--- src/hw/rtl/pcl_pkg.sv ---
// ----------------------------------------------------------------------------
// PCL page counter package
// Widths and character codes shared by the page counter and its interfaces.
// ----------------------------------------------------------------------------
`timescale 1ns / 1ps

package pcl_pkg;

	localparam int BYTE_W         = 8;
	localparam int PAGE_W         = 32;
	localparam int COUNT_BITS_DEF = 32;

	localparam logic [7:0] CH_ESC      = 8'd27;
	localparam logic [7:0] CH_FF       = 8'd12;
	localparam logic [7:0] CH_RESET    = 8'h45;
	localparam logic [7:0] CH_PERCENT  = 8'h25;
	localparam logic [7:0] CH_DASH     = 8'h2d;
	localparam logic [7:0] CH_AMP      = 8'h26;
	localparam logic [7:0] CH_LPAR     = 8'h28;
	localparam logic [7:0] CH_RPAR     = 8'h29;
	localparam logic [7:0] CH_STAR     = 8'h2a;
	localparam logic [7:0] CH_LC_B     = 8'h62;
	localparam logic [7:0] CH_LC_C     = 8'h63;
	localparam logic [7:0] CH_LC_F     = 8'h66;
	localparam logic [7:0] CH_LC_I     = 8'h69;
	localparam logic [7:0] CH_LC_L     = 8'h6c;
	localparam logic [7:0] CH_LC_P     = 8'h70;
	localparam logic [7:0] CH_LC_S     = 8'h73;
	localparam logic [7:0] CH_UC_V     = 8'h56;
	localparam logic [7:0] CH_UC_W     = 8'h57;
	localparam logic [7:0] CH_UC_X     = 8'h58;
	localparam logic [7:0] CH_DIGIT_LO = 8'h30;
	localparam logic [7:0] CH_DIGIT_HI = 8'h39;
	localparam logic [7:0] CH_GROUP_LO = 8'd33;
	localparam logic [7:0] CH_GROUP_HI = 8'd47;
	localparam logic [7:0] CH_PARAM_LO = 8'd96;
	localparam logic [7:0] CH_PARAM_HI = 8'd126;
	localparam logic [7:0] CH_TERM_LO  = 8'd64;
	localparam logic [7:0] CH_TERM_HI  = 8'd94;

endpackage

--- src/hw/rtl/pcl_byte_if.sv ---
// ----------------------------------------------------------------------------
// PCL byte channel
// Carries one print stream byte per item with a valid/ready handshake.
// ----------------------------------------------------------------------------
`timescale 1ns / 1ps

interface pcl_byte_if;

	logic                       valid;
	logic                       ready;
	logic [pcl_pkg::BYTE_W-1:0] byte_in;

	modport source (output valid, output byte_in, input ready);
	modport sink (input valid, input byte_in, output ready);

endinterface

--- src/hw/rtl/pcl_result_if.sv ---
// ----------------------------------------------------------------------------
// PCL result channel
// Carries the page count and per-byte flags with a valid/ready handshake.
// ----------------------------------------------------------------------------
`timescale 1ns / 1ps

interface pcl_result_if;

	logic                       valid;
	logic                       ready;
	logic [pcl_pkg::PAGE_W-1:0] page_count;
	logic                       page_seen;
	logic                       skipping;

	modport source (output valid, output page_count, output page_seen, output skipping,
		input ready);
	modport sink (input valid, input page_count, input page_seen, input skipping,
		output ready);

endinterface

--- src/hw/rtl/pcl_page_counter.sv ---
// ----------------------------------------------------------------------------
// PCL page counter
// Parses a PCL5 byte stream, skips binary payloads and counts form feeds.
// ----------------------------------------------------------------------------
// Channel    Dir  Payload                          Handshake
// byte_ch    in   byte_in[7:0]                     valid/ready
// result_ch  out  page_count[31:0], page_seen,     valid/ready
//                 skipping
//
// Each byte is registered, parsed combinationally and its result registered,
// so one item per cycle is sustained while result_ch does not stall.
// A held byte advances the parser when the result register is free or drained.
// A stall on result_ch holds both registers; byte_ch ready drops only when
// the input register is full and cannot move.
// Reset clears the parser state and page count to normal text and zero.
// ----------------------------------------------------------------------------
`timescale 1ns / 1ps

module pcl_page_counter #(
	parameter int COUNT_BITS = pcl_pkg::COUNT_BITS_DEF
) (
	input  logic          clk,
	input  logic          arst_n,
	pcl_byte_if.sink      byte_ch,
	pcl_result_if.source  result_ch
);

	typedef enum logic [2:0] {
		M_NORMAL   = 3'd0,
		M_COMMAND  = 3'd1,
		M_EXITCHK  = 3'd2,
		M_GROUPPAR = 3'd3,
		M_VALUE    = 3'd4,
		M_SKIP     = 3'd5
	} mode_t;

	localparam logic [2:0] EXP_NONE  = 3'd0;
	localparam logic [2:0] EXP_AMP   = 3'd1;
	localparam logic [2:0] EXP_LPAR  = 3'd2;
	localparam logic [2:0] EXP_RPAR  = 3'd3;
	localparam logic [2:0] EXP_STAR  = 3'd4;
	localparam logic [2:0] EXP_X     = 3'd5;
	localparam logic [2:0] EXP_W     = 3'd6;
	localparam logic [2:0] EXP_WV    = 3'd7;
	localparam logic [2:0] EXIT_DONE = 3'd6;

	localparam int CW = COUNT_BITS;
	localparam int PW = COUNT_BITS + 4;
	localparam logic [CW-1:0] CNT_MAX = {CW{1'b1}};

	logic                        valid_s1;
	logic [pcl_pkg::BYTE_W-1:0]  byte_s1;
	logic                        out_valid_q;
	logic [pcl_pkg::PAGE_W-1:0]  page_count_q;
	logic                        page_seen_q;
	logic                        skipping_q;

	mode_t                       mode_q;
	logic [2:0]                  expect_q;
	logic [CW-1:0]               skip_q;
	logic [pcl_pkg::PAGE_W-1:0]  pages_q;

	mode_t                       mode_d;
	logic [2:0]                  expect_d;
	logic [CW-1:0]               skip_d;
	logic [pcl_pkg::PAGE_W-1:0]  pages_d;
	logic                        seen_d;
	logic                        skipped_d;

	logic                        s1_adv;
	logic                        is_digit;
	logic [CW-1:0]               digit;
	logic [PW-1:0]               times_ten;
	logic                        term_hit;
	logic [7:0]                  c;

	assign s1_adv          = !out_valid_q || result_ch.ready;
	assign byte_ch.ready   = !valid_s1 || s1_adv;

	assign result_ch.valid      = out_valid_q;
	assign result_ch.page_count = page_count_q;
	assign result_ch.page_seen  = page_seen_q;
	assign result_ch.skipping   = skipping_q;

	assign c        = byte_s1;
	assign is_digit = (c >= pcl_pkg::CH_DIGIT_LO) && (c <= pcl_pkg::CH_DIGIT_HI);
	assign digit    = CW'(c[3:0]);

	assign times_ten = ({4'b0000, skip_q} << 3) + ({4'b0000, skip_q} << 1)
		+ {4'b0000, digit};

	always_comb begin
		term_hit = 1'b0;
		if (skip_q != '0) begin
			case (expect_q)
				EXP_X:   term_hit = (c == pcl_pkg::CH_UC_X);
				EXP_W:   term_hit = (c == pcl_pkg::CH_UC_W);
				EXP_WV:  term_hit = (c == pcl_pkg::CH_UC_W) || (c == pcl_pkg::CH_UC_V);
				default: term_hit = 1'b0;
			endcase
		end
	end

	always_comb begin
		mode_d    = mode_q;
		expect_d  = expect_q;
		skip_d    = skip_q;
		pages_d   = pages_q;
		seen_d    = 1'b0;
		skipped_d = 1'b0;
		case (mode_q)
			M_NORMAL: begin
				if (c == pcl_pkg::CH_ESC) begin
					mode_d = M_COMMAND;
				end else if (c == pcl_pkg::CH_FF) begin
					pages_d = pages_q + 1'b1;
					seen_d  = 1'b1;
				end
			end
			M_COMMAND: begin
				if (c == pcl_pkg::CH_RESET) begin
					mode_d = M_NORMAL;
				end else if (c == pcl_pkg::CH_PERCENT) begin
					mode_d = M_EXITCHK;
				end else if (c >= pcl_pkg::CH_GROUP_LO && c <= pcl_pkg::CH_GROUP_HI) begin
					if (c == pcl_pkg::CH_AMP) begin
						expect_d = EXP_AMP;
					end else if (c == pcl_pkg::CH_LPAR) begin
						expect_d = EXP_LPAR;
					end else if (c == pcl_pkg::CH_RPAR) begin
						expect_d = EXP_RPAR;
					end else if (c == pcl_pkg::CH_STAR) begin
						expect_d = EXP_STAR;
					end
					mode_d = M_GROUPPAR;
					skip_d = '0;
				end else begin
					mode_d = M_NORMAL;
				end
			end
			M_EXITCHK: begin
				if (expect_q == EXP_NONE) begin
					if (c == pcl_pkg::CH_DASH) begin
						expect_d = 3'd1;
					end else begin
						mode_d = M_NORMAL;
					end
				end else if (expect_q != EXIT_DONE) begin
					if (c != {5'b00110, expect_q}) begin
						expect_d = EXP_NONE;
						mode_d   = M_NORMAL;
					end else begin
						expect_d = expect_q + 3'd1;
					end
				end else begin
					expect_d = EXP_NONE;
					mode_d   = M_NORMAL;
				end
			end
			M_GROUPPAR: begin
				case (expect_q)
					EXP_AMP: begin
						if (c == pcl_pkg::CH_LC_B) begin
							expect_d = EXP_W;
						end else if (c == pcl_pkg::CH_LC_P) begin
							expect_d = EXP_X;
						end else begin
							expect_d = EXP_NONE;
						end
					end
					EXP_LPAR: begin
						expect_d = (c == pcl_pkg::CH_LC_F || c == pcl_pkg::CH_LC_S) ?
							EXP_W : EXP_NONE;
					end
					EXP_RPAR: begin
						expect_d = (c == pcl_pkg::CH_LC_S) ? EXP_W : EXP_NONE;
					end
					EXP_STAR: begin
						if (c == pcl_pkg::CH_LC_B) begin
							expect_d = EXP_WV;
						end else if (c == pcl_pkg::CH_LC_C || c == pcl_pkg::CH_LC_I ||
								c == pcl_pkg::CH_LC_L) begin
							expect_d = EXP_W;
						end else begin
							expect_d = EXP_NONE;
						end
					end
					default: begin
						expect_d = expect_q;
					end
				endcase
				mode_d = M_VALUE;
			end
			M_VALUE: begin
				if (is_digit) begin
					if (expect_q == EXP_NONE) begin
						skip_d = digit;
					end else if (times_ten[PW-1 -: 4] != 4'd0) begin
						skip_d = CNT_MAX;
					end else begin
						skip_d = times_ten[CW-1:0];
					end
				end else if (c >= pcl_pkg::CH_PARAM_LO && c <= pcl_pkg::CH_PARAM_HI) begin
					skip_d = '0;
				end else if (c >= pcl_pkg::CH_TERM_LO && c <= pcl_pkg::CH_TERM_HI) begin
					mode_d   = term_hit ? M_SKIP : M_NORMAL;
					expect_d = EXP_NONE;
				end
			end
			M_SKIP: begin
				skipped_d = 1'b1;
				if (skip_q != CW'(1)) begin
					skip_d = skip_q - 1'b1;
				end else begin
					mode_d = M_NORMAL;
				end
			end
			default: begin
				mode_d = M_NORMAL;
			end
		endcase
	end

	always_ff @(posedge clk or negedge arst_n) begin
		if (!arst_n) begin
			valid_s1 <= 1'b0;
		end else if (byte_ch.ready) begin
			valid_s1 <= byte_ch.valid;
		end
	end

	always_ff @(posedge clk) begin
		if (byte_ch.valid && byte_ch.ready) begin
			byte_s1 <= byte_ch.byte_in;
		end
	end

	always_ff @(posedge clk or negedge arst_n) begin
		if (!arst_n) begin
			out_valid_q <= 1'b0;
			mode_q      <= M_NORMAL;
			expect_q    <= EXP_NONE;
			skip_q      <= '0;
			pages_q     <= '0;
		end else begin
			if (s1_adv) begin
				out_valid_q <= valid_s1;
			end
			if (s1_adv && valid_s1) begin
				mode_q   <= mode_d;
				expect_q <= expect_d;
				skip_q   <= skip_d;
				pages_q  <= pages_d;
			end
		end
	end

	always_ff @(posedge clk) begin
		if (s1_adv && valid_s1) begin
			page_count_q <= pages_d;
			page_seen_q  <= seen_d;
			skipping_q   <= skipped_d;
		end
	end

`ifndef SYNTHESIS
	a_flags_exclusive: assert property (@(posedge clk) disable iff (!arst_n)
		out_valid_q |-> !(page_seen_q && skipping_q))
		else $error("page_seen and skipping both set on one result");

	a_count_tracks_state: assert property (@(posedge clk) disable iff (!arst_n)
		out_valid_q |-> (page_count_q == pages_q))
		else $error("result page count differs from the page counter");

	a_skip_nonzero: assert property (@(posedge clk) disable iff (!arst_n)
		(mode_q == M_SKIP) |-> (skip_q != '0))
		else $error("skip mode with a zero skip count");

	a_normal_no_expect: assert property (@(posedge clk) disable iff (!arst_n)
		(mode_q == M_NORMAL) |-> (expect_q == EXP_NONE))
		else $error("expected terminator left set in normal text");

	a_page_step: assert property (@(posedge clk) disable iff (!arst_n)
		(s1_adv && valid_s1 && mode_q == M_NORMAL && byte_s1 == pcl_pkg::CH_FF)
		|=> (pages_q == $past(pages_q) + 1'b1))
		else $error("form feed in normal text did not advance the page count");
`endif

endmodule
--- src/flat_wrapper.sv ---
// flat-port wrapper written by rule: the top's interface ports become plain ports
module pcl_page_counter_flat 
#(
	parameter int COUNT_BITS = pcl_pkg::COUNT_BITS_DEF
)
  (clk, arst_n, byte_ch_valid, byte_ch_byte_in, byte_ch_ready, result_ch_valid, result_ch_page_count, result_ch_page_seen, result_ch_skipping, result_ch_ready);
  pcl_byte_if byte_ch_i ();
  pcl_result_if result_ch_i ();
  input  logic clk;
  input  logic arst_n;
  input wire logic [$bits(byte_ch_i.valid)-1:0] byte_ch_valid;
  input wire logic [$bits(byte_ch_i.byte_in)-1:0] byte_ch_byte_in;
  output wire logic [$bits(byte_ch_i.ready)-1:0] byte_ch_ready;
  output wire logic [$bits(result_ch_i.valid)-1:0] result_ch_valid;
  output wire logic [$bits(result_ch_i.page_count)-1:0] result_ch_page_count;
  output wire logic [$bits(result_ch_i.page_seen)-1:0] result_ch_page_seen;
  output wire logic [$bits(result_ch_i.skipping)-1:0] result_ch_skipping;
  input wire logic [$bits(result_ch_i.ready)-1:0] result_ch_ready;
  assign byte_ch_i.valid = byte_ch_valid;
  assign byte_ch_i.byte_in = byte_ch_byte_in;
  assign byte_ch_ready = byte_ch_i.ready;
  assign result_ch_valid = result_ch_i.valid;
  assign result_ch_page_count = result_ch_i.page_count;
  assign result_ch_page_seen = result_ch_i.page_seen;
  assign result_ch_skipping = result_ch_i.skipping;
  assign result_ch_i.ready = result_ch_ready;
  pcl_page_counter #(.COUNT_BITS(COUNT_BITS)) u_core (.clk(clk), .arst_n(arst_n), .byte_ch(byte_ch_i), .result_ch(result_ch_i));
endmodule
--- config.mk ---
export PLATFORM = sky130hd
export DESIGN_NAME = pcl_page_counter_flat
export DESIGN_NICKNAME = d
export VERILOG_FILES = /design/src/hw/rtl/pcl_pkg.sv /design/src/hw/rtl/pcl_byte_if.sv /design/src/hw/rtl/pcl_result_if.sv /design/src/hw/rtl/pcl_page_counter.sv /design/src/flat_wrapper.sv
export SDC_FILE = /design/constraint.sdc
export NUM_CORES = 1
export LEC_CHECK = 0
export BUFFER_PORTS_ARGS = -buffer_cell sky130_fd_sc_hd__buf_4
export CORE_MARGIN = 4
export CORE_UTILIZATION = 47
export CTS_CLUSTER_DIAMETER = 120
export CTS_CLUSTER_SIZE = 30
export DETAILED_ROUTE_END_ITERATION = 16
export PLACE_DENSITY = 0.68
export SLEW_MARGIN = 20
export SYNTH_ARGS = -nofsm -noshare
export SYNTH_HDL_FRONTEND = slang
export SYNTH_SLANG_ARGS = --single-unit
--- constraint.sdc ---
create_clock -name clk -period 4.3 [get_ports clk]
set_input_delay 0.43 -clock clk [delete_from_list [all_inputs] [get_ports clk]]
set_output_delay 0.43 -clock clk [all_outputs]
set_load 0.01 [all_outputs]
=== Word level (Yosys, flattened, before mapping) ===
Index checks and enable logic that the tools add are counted.

* Latch bits: 0
* Memory bits (writable): 0
* Bits in read-only memories: 0
* Output and inout bits: 36
* Register bits after elaboration: 114
* Memories kept: 0
* Bits of input ports: 12
* Logic and storage cells: 149

* Shift-type cells: 0
* Reduce and logical (&&, ||, !) cells: 24
* $add $sub $neg: 5
* Multiply operators: 0
* Equality and inequality tests: 49
* Multiplexer cells: 52
* $lt $le $gt $ge: 8
* Div/mod/pow operators: 0
* Bitwise gates (word level): 1

{| class="wikitable"
|+ Operator list
! kind !! count
|-
| $mux W32 || 11
|-
| $mux W3 || 32
|-
| $pmux W32 S3 || 1
|-
| $eq A8 B7 Y1 const B || 11
|-
| $eq A8 B6 Y1 const B || 6
|-
| $add A35 B33 Y36 || 1
|-
| $add A36 B4 Y36 || 1
|-
| $add A32 B1 Y32 const B || 1
|-
| $ne A32 B1 Y1 const B || 1
|-
| $reduce_bool A32 Y1 || 1
|-
| $sub A32 B1 Y32 const B || 1
|-
| $pmux W3 S4 || 2
|-
| $eq A3 B3 Y1 const B || 6
|-
| $pmux W3 S6 || 1
|-
| $ge A8 B6 Y1 const B || 2
|-
| $ge A8 B7 Y1 const B || 2
|-
| $le A8 B6 Y1 const B || 2
|-
| $le A8 B7 Y1 const B || 2
|-
| $eq A3 B2 Y1 const B || 4
|-
| $reduce_and A11 Y1 || 1
|-
| $ne A2 B2 Y1 const B || 5
|-
| $ne A3 B3 Y1 const B || 3
|-
| $eq A8 B4 Y1 const B || 1
|-
| $eq A8 B5 Y1 const B || 1
|-
| 21 further kinds || 40
|}

=== Longest topological paths before layout ===
* Depth after elaboration: 9
* Depth in mapped cells: 14
* Depth with buffers taken out: 13

=== Least setup slack after synthesis ===
OpenSTA, ideal clock, no wires.

* Path type: register to register
* From: reg u_core.skip_q[0]
* To: reg u_core.skip_q[16]
* Stages on the path, launching flop included: 14
* Setup time: 0.141 ns
* Clock period less this slack: 3.356 ns
* Setup slack: 0.944 ns
* Buffers on the path: 1
* Arrival: 3.214 ns
* Path through: dfrtp_1 fa_1 inv_1 fa_1 nand2b_1 a21oi_1 o21ai_0 o21ai_1 a21oi_1 xor2_1 nand3_1 buf_2 nand2_1 o221ai_1

* Word-level cells in the longest chain between the ends: 7

{| class="wikitable"
|+ RTL lines
! element !! RTL line !! RTL
|-
| start, declared || pcl_page_counter.sv:60 || <nowiki>logic [CW-1:0] skip_q;</nowiki>
|-
| start signal, assigned || pcl_page_counter.sv:252 || <nowiki>skip_q <= skip_d;</nowiki>
|-
| $add A35 B33 Y36 || pcl_page_counter.sv:89 || <nowiki>assign times_ten = ({4'b0000, skip_q} << 3) + ({4'b0000, skip_q} << 1)</nowiki>
|-
| $add A36 B4 Y36 || pcl_page_counter.sv:90 || <nowiki>+ {4'b0000, digit};</nowiki>
|-
| $reduce_bool A4 Y1 || pcl_page_counter.sv:198 || <nowiki>end else if (times_ten[PW-1 -: 4] != 4'd0) begin</nowiki>
|-
| $mux W32 || pcl_page_counter.sv:198 ||
|-
| $mux W32 || pcl_page_counter.sv:196 || <nowiki>if (expect_q == EXP_NONE) begin</nowiki>
|-
| $mux W32 || pcl_page_counter.sv:195 || <nowiki>if (is_digit) begin</nowiki>
|-
| $pmux W32 S3 || pcl_page_counter.sv:111 || <nowiki>case (mode_q)</nowiki>
|}

Several ways; a longest one is shown, not always the timed one. The select of a mux whose other input is x is not followed.
A chain may end at the register's enable or synchronous reset.

=== Worst setup path after layout ===
* From: reg u_core.skip_q[2]
* To: reg u_core.skip_q[11]

Same word-level chain as after synthesis.

==> run metrics <==
status=complete, no violations; sum of net half-perimeters after detailed placement=15500 um; effective utilization at floorplan=0.478; Slew HR=0.378; # nets final=1110; unrepaired setup endpoints after global routing=no; Gate Count Post-Synth=988; combined area of the multi-input logic cells=0.00524 mm2; wire length of the first global-routing pass=34900 um; gr usage total=0.209; Final Cycle Share=0.908; vias=7510; number of synthesized flops with an enable pin=42; first-pass iteration count of the detailed router=6; number of core rows=49; cell accounting for the most synthesized area=dfrtp_1; # setup viols final=0; Root Buffer=clkbuf_16; Overall Power=6.35 mW; CTS clk-pin slew, worst paths=60 ps; largest net degree at the start of global routing=73; diode count=0; total die area=0.0205 mm2; critical path data arrival time=4180 ps; met2 Usage GRT=0.340; fraction of power consumed by sequential logic=0.261; remaining antenna violation count after routing=0; peak clock frequency supported by timing=256 MHz; Layout Cells excl Fill=1266; Final Max Slew Viols=0; top-level port count=48; synth warn=0; startpoint type of the worst setup path=flop; floorplan die width=143 um; share of layout cells above drive strength 1=0.110; total of flip-flops plus latches after synthesis=114; type of the worst setup path=flop to flop; post-synth cell types=74; iteration-0 DRC count of the detailed router=528; Fill cells=1649; largest voltage drop on the vdd net=0.427 mV; Avg Synthesized Cell Area=8.68 um2; latest clock arrival within the worst-skew pair=420 ps; GRT met1 Usage=0.290; TritonCTS buffer count=17; vias in the first global route=7109; post-synth top area share=0.210; power share of the clock group=0.226; worst-margin pin slew=933 ps; clock tree from TritonCTS=built; M3 GR Usage=0.0385; sequential cell area=0.00306 mm2; via density per instance=5.93; element type at the critical path end=flop; post-placement cell count=1234; critical path required time=4570 ps; Net Switching=3.03 mW; routability congestion estimate from global placement=0.899; final-layout setup total negative slack=0 ps; Combinational Power Share=0.514; post-CTS repair timing setup buffer count=0; Die Y=143 um; Sink Count=114; Final Critical Period=3900 ps; worst clock skew on the final layout=16.5 ps; Wirelength per Cell=16.9 um; Final Hold Viols=0; cell area power density=653 mW/mm2; antenna violations before repair=0; final standard cell utilization of the core=0.541; fraction of power spent switching nets=0.477; Layout area overhead=13.4%; level count of the clock H-tree=4; Internal Power=3.32 mW; class of the worst hold path=primary input to asynchronous set/reset pin; CORE AREA=0.0180 mm2; maximum fanout along the worst path=25; leading cell types in the layout, fill and taps excluded=nand2_1, nor2_1, a21oi_1; routed wire length=21300 um; top cells by area, synth=dfrtp_1, edfxtp_1, ha_1; most common cell after layout, fill and taps aside=nand2_1; cell area after technology mapping=0.00858 mm2; most used routing layer in global routing=met2; maximum buffer depth of the clock tree=2; share of the yosys chip area belonging to registers=0.357; reported max-cap violation count=0; most frequently used flop master after synthesis=dfrtp_1; Lkg Pwr=4.34 nW; gr ovfl total=0; FFs w/ async S/R, synth=0.632; Synth Net Count=1074; # DRC=0; number of buffer cells added on primary ports=47
logic make-up after synthesis:
group | Yosys count | share of synthesized area
AO/OA/AOI/OAI | 254 | 0.178
XOR/XNOR | 96 | 0.0980
adder cells (fa/ha/maj) | 74 | 0.110
buffers and inverters | 70 | 0.0334
flip-flops | 114 | 0.357
multiplexers | 1 | 0.00131
AND/OR/NAND/NOR | 379 | 0.222
area by class of cell:
cell class              instances  share of cell area
inverters                      30              0.0116
well taps                     229              0.0295
repair buffers                 57              0.0440
clock inverters                15              0.0176
clock buffers                  17              0.0437
flip-flops and latches        114               0.315
multi-input cells             804               0.539
power groups by stage:
| stage | Sequential, mW | Combinational (mW) | Clock, mW |
|---|---|---|---|
| 2_1_floorplan | 1.55 | 2.47 | 0 |
| 3_3_place_gp | 1.68 | 3.19 | 0 |
| 3_5_place_dp | 1.67 | 3.23 | 0 |
| 4_1_cts | 1.66 | 3.24 | 1.45 |
| 5_1_grt | 1.69 | 3.63 | 1.51 |
| 6_report | 1.66 | 3.26 | 1.43 |
critical path, cell delays in order, from the launching register on:
cell and delay, ps:
dfrtp_1 470, fa_1 570, inv_1 70, fa_1 450
nand2b_1 180, a21oi_1 290, o21ai_0 270, o21ai_2 300
a21oi_1 120, xor2_1 190, nand3_1 100, buf_4 240
a21oi_1 370, a221oi_1 160
registers in the layout, summed over array words and instances, names as in the netlist:
register / count
u_core.expect_q: 3
u_core.mode_q: 3
u_core.skip_q: 32
u_core.result_ch.page_seen: 1
u_core.result_ch.page_count: 32
u_core.valid_s1: 1
u_core.pages_q: 32
u_core.byte_s1: 8
u_core.result_ch.skipping: 1
u_core.result_ch.valid: 1
cell usage after synthesis, drive strengths merged (28+ instances only):
cell type / number
a21oi: 75
clkbuf: 28
dfrtp: 72
edfxtp: 42
ha: 72
inv: 29
nand2: 116
nand3: 39
nor2: 91
nor3: 38
o21ai: 85
xnor2: 52
xor2: 44
per-layer routing:
layer  vias to the layer above  routed length (um)  part of all wire
met5                         -                   0                 0
met4                         0                 366             0.017
met3                        29                1090             0.051
met2                       232               10300              0.48
met1                      3551                9590              0.45
li1                       3698                   -                 -
worst paths after layout:
path | to | cells after the start | slack [ps] | start
setup / recovery | u_core.skip_q[11] | 13 | 400 | u_core.skip_q[2]
hold / removal | u_core.pages_q[13] | 1 | 140 | arst_n
setup reg to reg | u_core.skip_q[11] | 13 | 400 | u_core.skip_q[2]
hold reg to reg | u_core.pages_q[31] | 1 | 490 | u_core.pages_q[31]
max in group asynchronous | u_core.skip_q[2] | 1 | 3540 | arst_n
min in group clk | u_core.byte_s1[2] | 1 | 180 | byte_ch_byte_in[2]
repair_timing:
item,4_1_cts,5_1_grt
endpoints found under the setup margin,0,1
hold buffers,0,0
resized for setup,0,1
per-stage QoR:
step	hold WS [ps]	cell area, um2	setup WS, ps
after floorplan	134	8580	944
final	142	9730	397
after detailed placement	471	9130	323
after global placement	469	9130	375
after CTS	172	9720	297
after global routing	168	9730	72.1
(Power assumes the default switching activity.)
